## config.mk

```make
export PLATFORM = sky130hd
export DESIGN_NAME = maw_ctrl
export DESIGN_NICKNAME = d
export VERILOG_FILES = /design/src/rtl/core/maw_pkg.sv /design/src/rtl/core/maw_ctrl.sv
export SDC_FILE = /design/constraint.sdc
export NUM_CORES = 1
export LEC_CHECK = 0
export BUFFER_PORTS_ARGS = -buffer_cell sky130_fd_sc_hd__buf_2
export CAP_MARGIN = 20
export CORE_MARGIN = 4
export CORE_UTILIZATION = 50
export DETAILED_ROUTE_END_ITERATION = 10
export GPL_TIMING_DRIVEN = 0
export PLACE_DENSITY_LB_ADDON = 0.3
export SLEW_MARGIN = 10
export SYNTH_ARGS = -nofsm -noshare
export SYNTH_HDL_FRONTEND = slang
export SYNTH_SLANG_ARGS = --single-unit
```

## constraint.sdc

```tcl
create_clock -name clk -period 3 [get_ports clk]
set_clock_uncertainty 0.1 [all_clocks]
set_input_delay 0.6 -clock clk [delete_from_list [all_inputs] [get_ports clk]]
set_output_delay 0.6 -clock clk [all_outputs]
set_load 0.02 [all_outputs]
```

## src/rtl/core/maw_pkg.sv

```systemverilog
// Shared definitions for the magnetic anomaly warning block: sizes, register
// indexes, source codes, controller states and the structs between modules.
// No dependencies.
package maw_pkg;

  localparam int WINDOW_DEPTH = 64;
  localparam int GRAD_LEN     = 8;

  localparam int SAMPLE_W = 34;
  localparam int WIDX_W   = (WINDOW_DEPTH > 1) ? $clog2(WINDOW_DEPTH) : 1;
  localparam int FILL_W   = $clog2(WINDOW_DEPTH + 1);
  localparam int AVG_W    = 7;
  localparam int LEN_W    = (FILL_W > AVG_W) ? FILL_W : AVG_W;
  localparam int SUM_W    = SAMPLE_W + $clog2(WINDOW_DEPTH);
  localparam int GIDX_W   = (GRAD_LEN > 1) ? $clog2(GRAD_LEN) : 1;
  localparam int GFILL_W  = $clog2(GRAD_LEN + 1);

  localparam int MUL_W      = 33;
  localparam int PROD_W     = 2 * MUL_W;
  localparam int SQ_W       = 66;
  localparam int ROOT_STEPS = 35;
  localparam int ROOT_W     = ROOT_STEPS;
  localparam int RAD_W      = 2 * ROOT_STEPS;
  localparam int REM_W      = ROOT_W + 4;
  localparam int GACC_W     = 68;

  localparam int SQ_LAST   = 3;
  localparam int GRAD_LAST = 4;
  localparam int TONE_LAST = 1;

  localparam int CNT_MAX0 = (WINDOW_DEPTH > SUM_W) ? WINDOW_DEPTH : SUM_W;
  localparam int CNT_MAX1 = (CNT_MAX0 > ROOT_STEPS) ? CNT_MAX0 : ROOT_STEPS;
  localparam int CNT_MAX  = (CNT_MAX1 > GRAD_LEN) ? CNT_MAX1 : GRAD_LEN;
  localparam int CNT_W    = $clog2(CNT_MAX + 1);

  localparam int APB_ADDR_W = 6;
  localparam int APB_DATA_W = 64;
  localparam int REG_IDX_W  = 3;

  localparam logic [REG_IDX_W-1:0] REG_WARN_SOURCE     = 3'd0;
  localparam logic [REG_IDX_W-1:0] REG_AVG_WINDOW      = 3'd1;
  localparam logic [REG_IDX_W-1:0] REG_DECIMATION      = 3'd2;
  localparam logic [REG_IDX_W-1:0] REG_GRAD_SCALE      = 3'd3;
  localparam logic [REG_IDX_W-1:0] REG_GRAD_THRESHOLD  = 3'd4;
  localparam logic [REG_IDX_W-1:0] REG_ACCEL_THRESHOLD = 3'd5;
  localparam logic [REG_IDX_W-1:0] REG_GRAD_MAX        = 3'd6;
  localparam logic [REG_IDX_W-1:0] REG_TONE_COEFF      = 3'd7;

  localparam logic [1:0] SRC_PROBE1 = 2'd0;
  localparam logic [1:0] SRC_PROBE2 = 2'd1;
  localparam logic [1:0] SRC_ATOMIC = 2'd2;
  localparam logic [1:0] SRC_DIFF   = 2'd3;

  typedef struct packed {
    logic [31:0] b1_x;
    logic [31:0] b1_y;
    logic [31:0] b1_z;
    logic [31:0] b2_x;
    logic [31:0] b2_y;
    logic [31:0] b2_z;
    logic [31:0] atomic_field;
    logic [31:0] accel_x;
    logic [31:0] accel_y;
    logic [31:0] accel_z;
  } in_item_t;

  typedef struct packed {
    logic        warn;
    logic [31:0] gradient;
    logic [7:0]  tone;
  } out_item_t;

  typedef struct packed {
    logic [1:0]  warn_source;
    logic [6:0]  avg_window;
    logic [7:0]  decimation;
    logic [31:0] grad_scale;
    logic [31:0] grad_threshold;
    logic [33:0] accel_threshold;
    logic [31:0] grad_max;
    logic [31:0] tone_coefficient;
  } cfg_t;

  typedef enum logic [3:0] {
    S_IDLE,
    S_SRC_SQ,
    S_SRC_ROOT,
    S_PUSH,
    S_SUM,
    S_DIV,
    S_GRAD,
    S_HIST,
    S_ACC_SQ,
    S_ACC_ROOT,
    S_TONE,
    S_OUT
  } state_t;

  typedef struct packed {
    state_t           phase;
    logic [CNT_W-1:0] cnt;
    logic             load;
    logic             out_load;
  } cmd_t;

  typedef struct packed {
    logic               atomic;
    logic               eval;
    logic [LEN_W-1:0]   n_len;
    logic [GFILL_W-1:0] gfill;
    logic               out_free;
  } status_t;

endpackage

```

## src/rtl/core/maw_ctrl.sv

```systemverilog
// Sequencing state machine of the magnetic anomaly warning block.
// Depends on maw_pkg.
module maw_ctrl (
  input  logic             clk,
  input  logic             rst,
  input  logic             in_valid,
  output logic             in_ready,
  input  maw_pkg::status_t status,
  output maw_pkg::cmd_t    cmd
);
  import maw_pkg::*;

  state_t           state, state_next;
  logic [CNT_W-1:0] cnt, cnt_next;

  always_ff @(posedge clk) begin
    if (rst) begin
      state <= S_IDLE;
      cnt   <= '0;
    end else begin
      state <= state_next;
      cnt   <= cnt_next;
    end
  end

  always_comb begin
    state_next = state;
    unique case (state)
      S_IDLE: begin
        if (in_valid) begin
          state_next = status.atomic ? S_PUSH : S_SRC_SQ;
        end
      end
      S_SRC_SQ: begin
        if (cnt == CNT_W'(SQ_LAST)) state_next = S_SRC_ROOT;
      end
      S_SRC_ROOT: begin
        if (cnt == CNT_W'(ROOT_STEPS - 1)) state_next = S_PUSH;
      end
      S_PUSH: begin
        state_next = status.eval ? S_SUM : S_IDLE;
      end
      S_SUM: begin
        if (cnt == CNT_W'(status.n_len)) state_next = S_DIV;
      end
      S_DIV: begin
        if (cnt == CNT_W'(SUM_W - 1)) state_next = S_GRAD;
      end
      S_GRAD: begin
        if (cnt == CNT_W'(GRAD_LAST)) state_next = S_HIST;
      end
      S_HIST: begin
        if (cnt + CNT_W'(1) == CNT_W'(status.gfill)) state_next = S_ACC_SQ;
      end
      S_ACC_SQ: begin
        if (cnt == CNT_W'(SQ_LAST)) state_next = S_ACC_ROOT;
      end
      S_ACC_ROOT: begin
        if (cnt == CNT_W'(ROOT_STEPS - 1)) state_next = S_TONE;
      end
      S_TONE: begin
        if (cnt == CNT_W'(TONE_LAST)) state_next = S_OUT;
      end
      S_OUT: begin
        if (status.out_free) state_next = S_IDLE;
      end
      default: state_next = S_IDLE;
    endcase
    if ((state_next != state) || (state == S_IDLE)) begin
      cnt_next = '0;
    end else begin
      cnt_next = cnt + CNT_W'(1);
    end
  end

  always_comb begin
    in_ready     = (state == S_IDLE);
    cmd.phase    = state;
    cmd.cnt      = cnt;
    cmd.load     = (state == S_IDLE) && in_valid;
    cmd.out_load = (state == S_OUT) && status.out_free;
  end

endmodule

```

==> results of run 1 <==
[cell type report]
type                       instances  area [µm²]  share of cell area, %
multi-input combinational        104         711                   58.9
buffer                             7        46.3                   3.83
inverter                           6        22.5                   1.87
clock buffer                       4        26.3                   2.18
timing repair buffer              30         150                   12.4
tap                               25        31.3                   2.59
sequential                        11         220                   18.2
[flip-flops by register name, summed over array words and instances, names as in the netlist]
| name | count |
|---|---|
| cnt | 7 |
| state | 4 |
[worst max-delay path, stage by stage (launching register included)]
cell and delay, ns:
sky130_fd_sc_hd__dfxtp_1 0.31, sky130_fd_sc_hd__buf_4 0.16, sky130_fd_sc_hd__or4_4 0.56, sky130_fd_sc_hd__nor3b_2 0.25, sky130_fd_sc_hd__mux2_4 0.32, sky130_fd_sc_hd__or4_4 0.54, sky130_fd_sc_hd__a211o_4 0.40, sky130_fd_sc_hd__nor3b_2 0.17
[final timing paths]
kind | startpoint | to | slack (ns) | depth (start not counted)
max | cnt[3]$_SDFF_PP0_ | cnt[3]$_SDFF_PP0_ | 0.11 | 7
min | rst | state[3]$_SDFF_PP0_ | 0.40 | 2
max reg2reg | cnt[3]$_SDFF_PP0_ | cnt[3]$_SDFF_PP0_ | 0.11 | 7
min reg2reg | cnt[6]$_SDFF_PP0_ | cnt[6]$_SDFF_PP0_ | 0.55 | 2
[per-layer routing]
layer  GRT usage (%)  vias to the layer above  share of wire (%)
li1                -                      527                  -
met1            27.0                      475                 45
met2            32.9                       46                 45
met3            2.56                        7                7.7
met4            8.09                        0                1.6
met5               0                        -                  0
[kinds of logic (layout without fill, tap and decap cells)]
logic type                 after synthesis  in the layout  synth area share, %
and+or+nand+nor                         57             57                 31.4
AOI/OAI and AO/OA                       27             27                 19.7
xor gates and xnor gates                14             14                 12.3
buffers and inverters                   13             47                 6.88
DFF                                     11             11                 22.0
adders and majority gates                5              5                 6.26
muxes                                    1              1                 1.50
[synthesized netlist by cell type]
cell type                   number
sky130_fd_sc_hd__nor4b_1         1
sky130_fd_sc_hd__nor3b_2         3
sky130_fd_sc_hd__inv_1           6
sky130_fd_sc_hd__xor2_1          5
sky130_fd_sc_hd__a21o_1          1
sky130_fd_sc_hd__nor3_1          6
sky130_fd_sc_hd__a41oi_1         1
sky130_fd_sc_hd__a21oi_1         6
sky130_fd_sc_hd__xnor2_1         9
sky130_fd_sc_hd__o41ai_1         1
sky130_fd_sc_hd__a211o_4         1
sky130_fd_sc_hd__nor2b_1         2
sky130_fd_sc_hd__buf_4           2
sky130_fd_sc_hd__or4_4           2
sky130_fd_sc_hd__o22a_1          1
sky130_fd_sc_hd__or2_2           1
sky130_fd_sc_hd__ha_1            5
sky130_fd_sc_hd__o41a_1          1
sky130_fd_sc_hd__buf_6           1
sky130_fd_sc_hd__o21ai_0         8
sky130_fd_sc_hd__mux2_4          1
sky130_fd_sc_hd__a2111oi_0       1
sky130_fd_sc_hd__buf_2           4
sky130_fd_sc_hd__nand2_1        12
sky130_fd_sc_hd__o311a_1         1
sky130_fd_sc_hd__nor2_1         13
sky130_fd_sc_hd__and2_1          2
sky130_fd_sc_hd__nand4_1         3
sky130_fd_sc_hd__a32oi_1         2
sky130_fd_sc_hd__nand3_1         3
sky130_fd_sc_hd__nor4_1          3
sky130_fd_sc_hd__or3_1           2
sky130_fd_sc_hd__o21ba_2         1
sky130_fd_sc_hd__o2bb2ai_1       1
sky130_fd_sc_hd__nand2b_1        4
sky130_fd_sc_hd__o32ai_1         1
sky130_fd_sc_hd__dfxtp_1        11
[metrics by stage]
step / power (mW) / cells
floorplan: 0.236 / 128
global placement: 0.269 / 183
detailed placement: 0.272 / 183
CTS: 0.372 / 187
global route: 0.394 / 187
finish: 0.373 / 187
[power by group through the flow]
| stage | clock network [mW] | registers, mW | logic [mW] |
|---|---|---|---|
| 2_1_floorplan | 0 | 0.169 | 0.0670 |
| 3_3_place_gp | 0 | 0.164 | 0.104 |
| 3_5_place_dp | 0 | 0.165 | 0.107 |
| 4_1_cts | 0.103 | 0.162 | 0.108 |
| 5_1_grt | 0.111 | 0.163 | 0.119 |
| 6_report | 0.103 | 0.162 | 0.108 |
==> results.md, run 1 <==
Yosys:
- Sequential cells were found to cover 22.0% of the synthesized design area.
- The post-synthesis cell type with the largest combined area is sky130_fd_sc_hd__dfxtp_1.
- In this run, synthesis produced a sequential element count of 11.
- The fraction of synthesized cell area taken by the top area cell type is 22.0%.
- In the post-synthesis netlist, the biggest area contributors are sky130_fd_sc_hd__dfxtp_1 (22%), sky130_fd_sc_hd__xnor2_1 (7.9%), sky130_fd_sc_hd__ha_1 (6.3%), sky130_fd_sc_hd__nor2_1 (4.9%), sky130_fd_sc_hd__nand2_1 (4.5%).
- The synthesized net count is 150.
- In the synthesized netlist, the number of instances is 128.
- Yosys mapped the design onto 37 distinct sky130hd cell types.
- Each instance of the synthesized netlist takes up on average 7.81 µm².
- The total number of yosys warnings is 0.
- The synthesized netlist occupies a cell area of 1000 µm².

Layout:
- The final core area utilization is 67.0%.
- The fraction of layout instances using a drive strength above 1 is 30.2%.
- The summed area of non-filler cells in the final layout is 1210 µm².
- The library cell used most frequently in the layout, excluding fill and tap cells, is sky130_fd_sc_hd__buf_2.
- The top cell types in the final layout, fill and taps aside, are sky130_fd_sc_hd__buf_2 (34), sky130_fd_sc_hd__nor2_1 (13), sky130_fd_sc_hd__nand2_1 (12).
- The antenna diode instance count is 0.
- The net count of the finished layout is 185.
- The area added between synthesis and finish is 20.8%.
- The count of fill cells added during filler insertion is 167.

Clock network:
- The clock-pin slew on the worst setup and hold paths is 0.07 ns.
- The total setup buffers inserted after CTS is 0.
- For this design, the CTS-stage hold fixing added 0 buffers.
- Counting the buffers created by CTS gives 3.
- CTS built an H-tree with a depth of 1.
- The maximum root-to-sink buffer count is 2.
- The CTS root buffer is sky130_fd_sc_hd__clkbuf_4.
- The CTS tree is yes.
- At the later pin of the worst-skew pair, clock insertion delay measures 0.27 ns.
- The number of cells upsized or downsized after cts is 0.
- The clock sink total is 11.

Route:
- The final antenna-violating net count is 0.
- The residual DRC count is 0.
- The first routing iteration left 30 violations.
- The aggregate routed wire length is 2.63 mm.
- In the routed layout, each cell is associated on average with a via count of 5.64.
- Dividing the detail-routed wire length by the instance count gives 14.1 µm.
- The total via count in the routed design is 1055.
- The number of iterations in the first detailed-routing pass is 4.

Die:
- The floorplan die area is 2780 µm².
- 31 I/O pins were placed.
- The core region area is 1800 µm².
- The die boundary height is 52.7 µm.
- The die span in x is 52.7 µm.
- The initial core utilization is 55.5%.
- The number of rows in the core area is 15.

Power and ir drop:
- In this run the power density over the cells is 309 nW/µm².
- The switching power of the nets is 122 µW.
- The sequential power share is 43.4%.
- In this run, the clock network consumes 27.6% of the power.
- Combinational logic is responsible for 29.0% of the overall power.
- Summed over all cells, the static leakage comes to 0.497 nW.
- The maximum vdd ir drop is 0.240 mV.
- Net switching is 32.6% of the power.
- The internal power summed over all cells is 251 µW.

Place:
- The placed cell area is 1180 µm².
- After legalization and detailed placement, the total HPWL measured 2.09 mm.
- The congestion estimate from routability-driven global placement came to 0.862.
- Timing analysis after detailed placement gives a worst setup slack of 0.136 ns.
- The number of port buffers is 30.

Timing:
- The tightest hold margin is 0.404 ns.
- The slew at the pin closest to its max-slew limit is 0.395 ns.
- The worst-case setup margin in the final layout is 0.109 ns.
- The number of hold violations in the final report is 0.
- The final number of setup-violating endpoints is 0.
- The worst path uses 96.4% of the clock period.
- The worst path needs 2.89 ns of the cycle, external delays included.
- For the final routed database, the setup TNS stands at 0 ns.
- Setup repair after global routing left no endpoint under its margin.
- The max-slew violation count was 0.
- The achievable clock frequency is 346 MHz.
- The headroom to the max-slew limit is 73.7%.

Global route:
- The number of global-route vias before repair is 1005.
- Entering global routing, the biggest net connects 11 pins.
- The number of antenna violations at the first check in global routing is 0.
- The global-route usage over all layers is 20.4%.
- The first global-routing pass estimated 4.28 mm of wire.
- The sum of overflow across all layers after global routing is 0.

Setup path:
- The worst setup path is captured at a register.
- At the worst endpoint, the required time is 3.10 ns.
- In this run the worst path has a maximum fanout of 9.
- By startpoint and endpoint, the worst setup path is classified as register to register.
- Data arrives at the worst endpoint at 2.99 ns.
- STA classifies the critical path startpoint as a register.

Outcome:
- The run finished with clean final reports.

Flow run:
- The number of max-capacitance violations reported is 0.

Hold path:
- The worst hold-check path type is input pin to register.
Power figures use the tool's default switching activity.
==> run 2, diff against run 1 <==
- ABC_AREA: unset -> 1
- CORE_UTILIZATION: 50 -> 51
==> results.md, run 2 <==
Outcome:
- The flow ran to the end, and the final reports show no timing, DRC or antenna violations.

Place:
- The worst setup slack after placement is 0.708 ns.
- The number of port buffers is 30.
- The final weighted congestion in routability-driven placement is 0.970.
- The detailed-placement wirelength estimate is 2.14 mm.

Layout:
- The register containing the most flip-flops in the final layout is cnt.
- The top cell types in the final layout, fill and taps aside, are sky130_fd_sc_hd__nand2_1 (61), sky130_fd_sc_hd__inv_1 (35), sky130_fd_sc_hd__nor2_1 (33).
- Leaving out fill and tap cells, the most frequent cell in the layout is sky130_fd_sc_hd__nand2_1.
- The number of antenna diodes in the final layout is 0.
- The largest registers in the layout are cnt: 7 flops, state: 4 flops.
- The fraction of layout instances using a drive strength above 1 is 18.3%.
- The layout net count is 253.
- The area added between synthesis and finish is 19.3%.
- The register with the most flip-flops in the layout has 7 of them.

Yosys:
- The area of the mapped netlist is 1090 µm².
- Sorting the synthesized cells by area gives the leading types as sky130_fd_sc_hd__nand2_1 (21%), sky130_fd_sc_hd__dfxtp_1 (20%), sky130_fd_sc_hd__inv_1 (12%), sky130_fd_sc_hd__nor2_1 (11%), sky130_fd_sc_hd__nand3_1 (9.2%).
- The synthesized design contains 11 register bits.
- The largest total area in the synthesized netlist belongs to sky130_fd_sc_hd__nand2_1.
- The share of synthesized flip-flops with an asynchronous set or reset is 0%.
- Among all flip-flop cells after synthesis, the most frequent one is sky130_fd_sc_hd__dfxtp_1.
- Yosys instantiated no cell more often than sky130_fd_sc_hd__nand2_1.
- The cell count after synthesis came out at 196.
- The synthesized net count is 218.
- The number of enable flip-flop cells after synthesis is 0.
- The commonest cells after synthesis are sky130_fd_sc_hd__nand2_1 (61), sky130_fd_sc_hd__inv_1 (35), sky130_fd_sc_hd__nor2_1 (33), sky130_fd_sc_hd__nand3_1 (20), sky130_fd_sc_hd__dfxtp_1 (11).
- The share of the yosys chip area belonging to registers is 20.3%.
- Yosys printed 0 warnings.
- The share of synthesized area in the top cell type comes to 21.1%.
- The average instance in the mapped netlist occupies 5.55 µm².
- The distinct cell type count of the synthesized netlist is 22.

Route:
- The aggregate routed wire length is 2.61 mm.
- After detailed routing, the number of vias per cell comes to 4.78.
- For this block, the initial DRC count from the detailed router was 46.
- The final antenna-violating net count is 0.
- The residual DRC count is 0.
- In the final routed layout, each cell accounts on average for 10.2 µm.
- The number of iterations in the first detailed-routing pass is 4.
- Summing over every cut layer, the via total after detailed routing is 1229.

Timing:
- The worst-case setup margin in the final layout is 0.711 ns.
- Setup repair after global routing left no endpoint under its margin.
- For the pin with the worst max-slew slack, the measured transition is 0.340 ns.
- The number of hold violations in the final report came to 0.
- The time the final worst path needs with I/O delays and setup is 2.29 ns.
- Derived from the worst setup path, the maximum achievable clock frequency is 437 MHz.
- The ratio of final minimum period to clock period is 76.3%.
- The max-slew violation count is 0.
- The worst pin sits at a relative slew slack of 77.3%.
- The total negative slack is 0 ns.
- The final number of setup-violating endpoints is 0.

Die:
- The die is 54.2 µm tall.
- The floorplan step defined a core boundary enclosing 2000 µm².
- Measured along the x axis, the die boundary spans 54.2 µm.
- Once the floorplan was initialized, standard cells occupied 54.3% of the core.
- After floorplanning, the core was divided into 16 placement rows.
- During I/O placement, the number of pins put on the boundary was 31.
- The floorplan die area is 2930 µm².

Clock network:
- CTS built an H-tree with a depth of 1.
- Once the clock tree was built, the resizer swapped 0 gates to a different size.
- The clock sink total is 11.
- The later pin in the worst-skew pair is clocked with a latency of 0.28 ns.
- The CTS root buffer is sky130_fd_sc_hd__clkbuf_4.
- The total of hold buffers inserted after clock tree synthesis is 0.
- The clock passes through at most 2 buffers.
- The CTS tree is yes.
- Once the clock tree was built, the setup fixing pass inserted 0 buffers.
- After clock tree synthesis, the clock-pin slew on the worst setup and hold paths is 0.08 ns.
- Buffers inserted during clock tree synthesis total 3.

Setup path:
- The cell repeated most along the worst path is sky130_fd_sc_hd__nand2_1.
- Grouping stages by cell kind, the critical path spends the most delay in simple AND/OR/NAND/NOR gates.
- The nature of the critical path startpoint is a register.
- Data on the critical path arrives at its endpoint at 2.34 ns.
- The kind of end point of the critical path is a register.
- The type of the worst setup path is register to register.
- The largest single stage delay on the critical path is 0.52 ns.
- The maximum fanout along the worst path is 10.
- Traced cell by cell, the critical path runs through inv_1, ha_1, inv_1, nand2_1, nand2_1, nor2_1, nand3_1, nor2_1, nand2_1, o21bai_1, nand2_1, nand3_4, nor2_1.
- The cell with the biggest individual delay on the critical path is sky130_fd_sc_hd__dfxtp_1.
- At the worst endpoint, the required time is 3.05 ns.
- The buffer and inverter count on the worst path is 2.

Global route:
- Entering global routing, the biggest net connects 11 pins.
- In the global route stage, overall resource usage came out at 21.0%.
- The total overflow left after global routing is 0.
- The first global-routing pass estimated 4.43 mm of wire.
- The number of global-route vias before repair came to 1040.
- The number of antenna violations at the first check in global routing is 0.

Power and ir drop:
- The maximum vdd ir drop is 0.181 mV.
- The power per cell area is 283 nW/µm².
- Summed over all cells, the static leakage comes to 0.717 nW.

Hold path:
- The path class of the tightest hold or removal check is input pin to register.

Flow run:
- The number of max-capacitance violations reported is 0.
run 2: cell count changes after synthesis, sizes merged, moves of 3 or more:
cell | before | now
a21oi | 6 | 1
buf | 7 | 2
inv | 6 | 36
nand2 | 12 | 64
nand2b | 4 | 0
nand3 | 3 | 21
nor2 | 13 | 35
nor3b | 3 | 0
nor4 | 3 | 0
o21ai | 8 | 3
xnor2 | 9 | 5
xor2 | 5 | 0
run 2: worst paths after layout:
check               startpoint                   to  slack (ns)  depth (start not counted)
max reg2reg  cnt[0]$_SDFF_PP0_    cnt[0]$_SDFF_PP0_        0.71                         13
min                        rst  state[0]$_SDFF_PP0_        0.41                          2
min reg2reg  cnt[0]$_SDFF_PP0_    cnt[0]$_SDFF_PP0_        0.48                          1
max          cnt[0]$_SDFF_PP0_    cnt[0]$_SDFF_PP0_        0.71                         13
run 2: per-layer routing:
| metal | share of wire [%] | up-vias | global-route usage, % |
|---|---|---|---|
| li1 | - | 670 | - |
| met2 | 43 | 40 | 30.7 |
| met3 | 7.7 | 4 | 5.26 |
| met4 | 0.96 | 0 | 7.47 |
| met1 | 48 | 515 | 29.3 |
| met5 | 0 | - | 0 |
run 2: where the power goes:
part	total (mW)	internal, mW	switching (mW)
sequential	0.159	0.150	0.00854
combinational	0.102	0.0392	0.0632
clock	0.106	0.0516	0.0548
run 2: cell families (layout without fill, tap and decap cells):
| group | after synthesis | in the layout | synth area share, % |
|---|---|---|---|
| simple gates | 128 | 128 | 50.4 |
| xor+xnor | 5 | 5 | 4.03 |
| flops | 11 | 11 | 20.3 |
| compound gates | 9 | 9 | 5.06 |
| fa+ha+maj | 5 | 5 | 5.75 |
| buf+inv | 38 | 72 | 14.5 |
run 2: per-stage QoR:
stage,cells,power [mW],util [%],instance area (µm²),hold WS [ns]
6_report,257,0.368,64.8,1300,0.414
5_1_grt,257,0.391,64.8,1300,0.418
4_1_cts,257,0.371,64.8,1300,0.411
3_5_place_dp,253,0.265,63.5,1270,0.458
3_3_place_gp,253,0.263,63.5,1270,0.447
2_1_floorplan,196,0.230,-,1090,0.486
run 2: area by class of cell:
| class | instances | area, µm² |
|---|---|---|
| Timing Repair Buffer | 30 | 150 |
| Sequential cell | 11 | 220 |
| Clock buffer | 4 | 26.3 |
| Inverter | 36 | 135 |
| Fill cell | 212 | 704 |
| Tap cell | 27 | 33.8 |
| Buffer | 2 | 22.5 |
| Multi-Input combinational cell | 147 | 709 |
==> run 3, diff against run 2 <==
- CORE_UTILIZATION: 51 -> 46
- clock period: 3 -> 1.9 ns (I/O delays scaled with it)
==> results.md, run 3 (synthesis results as in run 2) <==
Setup path:
- The worst setup path is of the register to register kind.
- The reg-to-reg setup timing slack is -0.13 ns.
- The critical path contains buffers and inverters numbering 2 combined.
- Data on the critical path arrives at its endpoint at 2.10 ns.
- The endpoint of the worst register-to-register path is cnt[5]$_SDFF_PP0_.
- The start of the worst register-to-register path is cnt[0]$_SDFF_PP0_.
- The kind of end point of the critical path is a register.
- The largest stage delay on the critical path is 0.41 ns.
- Data on the critical path is required at its endpoint by 1.97 ns.
- The number of cells traversed by the worst register-to-register path is 13.
- The nature of the critical path startpoint is a register.
- The family of cells with the greatest summed delay on the critical path is simple AND/OR/NAND/NOR gates.
- The critical path goes through inv_4, ha_4, inv_2, nand2_1, nand2_1, nor2_1, nand3_1, nor2_1, nand2_2, o21bai_1, nand2_1, nand3_4, nor2_1.
- The slowest stage of the critical path is the sky130_fd_sc_hd__dfxtp_4 cell.
- The maximum fanout along the worst path is 7.

Layout:
- The post-route non-filler standard cell count is 265.
- The number of flip-flops in the largest register is 7.
- The layout net count is 260.
- Compared with the post-synthesis result, the final layout area differs by 30.8%.
- In the final layout, the registers with the most flip-flops are cnt: 7 flops, state: 4 flops.
- cnt holds more flip-flops than any other register.
- The library cells used most frequently in the layout, excluding fill and tap cells, are sky130_fd_sc_hd__nand2_1 (59), sky130_fd_sc_hd__inv_1 (32), sky130_fd_sc_hd__nor2_1 (30), sky130_fd_sc_hd__buf_2 (30), sky130_fd_sc_hd__nand3_1 (19).
- The fraction of layout instances using a drive strength above 1 is 27.0%.
- The antenna diode instance count is 0.
- The library cell used most frequently in the layout, excluding fill and tap cells, is sky130_fd_sc_hd__nand2_1.

Route:
- The number of iterations in the first detailed-routing pass is 4.
- After detailed routing, the number of remaining DRC violations is 0.
- Wires add up to 2.74 mm.
- The final antenna-violating net count is 0.
- The number of vias per cell after detailed routing is 4.67.
- The total via count in the routed design is 1238.
- The number of design-rule violations left by the first detailed-router iteration is 37.
- Dividing the detail-routed wire length by the instance count gives 10.3 µm.

Timing:
- Setup repair after global routing could not meet its margin everywhere.
- The max-slew violation count was 0.
- Across all setup checks in the final design, the least slack found is -0.131 ns.
- The achievable clock frequency is 492 MHz.
- The final number of setup-violating endpoints is 8.
- The ratio of final minimum period to clock period is 107%.
- The total negative slack is -0.885 ns.
- For the finished layout, the period the worst path requires is 2.03 ns.
- The number of hold violations in the final report is 0.
- In this run the tightest slew margin relative to its limit is 83.5%.
- Hold timing on the final database bottoms out at a slack of 0.202 ns.
- The slew at the pin closest to its max-slew limit is 0.247 ns.

Global route:
- In the global route stage, met3 resource usage came out at 5.29%.
- For this run, the total global-route usage over all layers was measured as 17.2%.
- For this run the aggregate overflow at the end of global routing stands at 0.
- After global routing, the most crowded layer is met2.
- The number of antenna violations at the first check in global routing is 0.
- The first global-routing pass estimated 4.40 mm of wire.
- The met2 usage in global routing is 28.5%.
- The pin count of the biggest net entering global routing is 9.
- For met1 alone, demand over resource in global routing was 21.9%.
- The number of global-route vias before repair is 1066.

Clock network:
- Buffers inserted during clock tree synthesis total 3.
- The CTS root buffer is sky130_fd_sc_hd__clkbuf_4.
- The clock net in this run drives a total of 11 sinks.
- The total of hold buffers inserted after clock tree synthesis is 0.
- The maximum root-to-sink buffer count is 2.
- At the later pin of the worst-skew pair, clock insertion delay measures 0.28 ns.
- In this run the number of H-tree levels came out at 1.
- The clock-pin slew on the worst setup and hold paths is 0.08 ns.
- TritonCTS built the clock tree.

Flow run:
- The number of max-capacitance violations reported is 0.

Power and ir drop:
- VDD sags by at most 0.437 mV.
- The portion of total power attributed to the clock network is 28.0%.
- Net switching is 35.3% of the power.
- For this design the static power due to leakage is 0.759 nW.
- The total chip power is 606 µW.
- The relative contribution of combinational cells to total power is 30.8%.
- The switching power of the nets is 214 µW.
- For this design the ratio of total power to cell area is 426 nW/µm².
- Cell internal power was estimated by the tool at 392 µW.
- Registers are responsible for 41.2% of the overall power.

Outcome:
- The checks that failed: negative setup slack.
- The run finished, with violations left.

Place:
- The number of cells after detailed placement is 254.
- Detailed placement finished with a half-perimeter wire length of 2.07 mm.
- In this run the tool buffered the top-level ports with 30 buffer cells.
- The final weighted congestion in routability-driven placement is 0.904.

Hold path:
- The worst hold path begins at rst.
- The cell depth of the worst hold path is 2.
- The worst hold-check path type is input pin to register.
- The destination of the worst hold path is state[1]$_SDFF_PP0_.

Die:
- The core region area is 2230 µm².
- The number of rows in the core area is 17.
- The count of pins on the block boundary is 31.
- The initial utilization of the core area, before any placement, comes to 48.7%.
- The die span in x is 56.6 µm.
- The die covers 3210 µm².
- Measured along the y axis, the die boundary spans 56.6 µm.
-- run 3: routing by layer --
layer	share of wire [%]	wire, µm
met5	0	0
met2	46	1270
met3	5.7	156
met4	1.1	31
met1	47	1280
-- run 3: area by class of cell --
cell class / instances / area (µm²)
Sequential cell: 11 / 228
Clock buffer: 3 / 22.5
Clock inverter: 1 / 5.00
Fill cell: 229 / 811
Multi-Input combinational cell: 147 / 769
Inverter: 36 / 138
Timing Repair Buffer: 37 / 203
Buffer: 2 / 22.5
Tap cell: 28 / 35.0
-- run 3: repair_timing --
action	in CTS	in global routing
resized for setup	10	7
setup buffers	6	1
setup endpoints to repair	7	9
pin swaps	9	3
-- run 3: worst max-delay path by stage --
stage | from | to | slack, ns | depth (start not counted)
2_1_floorplan | cnt[1]$_SDFF_PP0_ | cnt[0]$_SDFF_PP0_ | 0.05 | 15
3_3_place_gp | cnt[0]$_SDFF_PP0_ | cnt[1]$_SDFF_PP0_ | -0.14 | 13
3_5_place_dp | cnt[0]$_SDFF_PP0_ | cnt[1]$_SDFF_PP0_ | -0.15 | 14
4_1_cts | cnt[0]$_SDFF_PP0_ | cnt[5]$_SDFF_PP0_ | -0.06 | 14
5_1_grt | cnt[0]$_SDFF_PP0_ | cnt[5]$_SDFF_PP0_ | -0.25 | 13
6_report | cnt[0]$_SDFF_PP0_ | cnt[5]$_SDFF_PP0_ | -0.13 | 13
-- run 3: stage by stage --
step | util (%) | worst slack [ns] | instance area, µm²
detailed placement | 57.2 | -0.150 | 1280
finish | 63.7 | -0.131 | 1420
floorplan | - | 0.0473 | 1090
CTS | 62.1 | -0.0644 | 1390
global route | 63.7 | -0.255 | 1420
global placement | 57.2 | -0.141 | 1280
-- run 3: worst register-to-register path, cell delays in order, from the launching register on --
cell and delay, ns:
sky130_fd_sc_hd__dfxtp_4 0.41, sky130_fd_sc_hd__inv_4 0.05, sky130_fd_sc_hd__ha_4 0.27, sky130_fd_sc_hd__inv_2 0.03, sky130_fd_sc_hd__nand2_1 0.05, sky130_fd_sc_hd__nand2_1 0.05, sky130_fd_sc_hd__nor2_1 0.09, sky130_fd_sc_hd__nand3_1 0.09
sky130_fd_sc_hd__nor2_1 0.13, sky130_fd_sc_hd__nand2_2 0.11, sky130_fd_sc_hd__o21bai_1 0.21, sky130_fd_sc_hd__nand2_1 0.14, sky130_fd_sc_hd__nand3_4 0.13, sky130_fd_sc_hd__nor2_1 0.06
-- run 3: power by group through the flow --
stage          Sequential, mW  Combinational (mW)  Clock, mW
2_1_floorplan           0.262               0.102          0
3_3_place_gp            0.256               0.158          0
3_5_place_dp            0.256               0.159          0
4_1_cts                 0.248               0.181      0.174
5_1_grt                 0.251               0.209      0.182
6_report                0.250               0.187      0.169
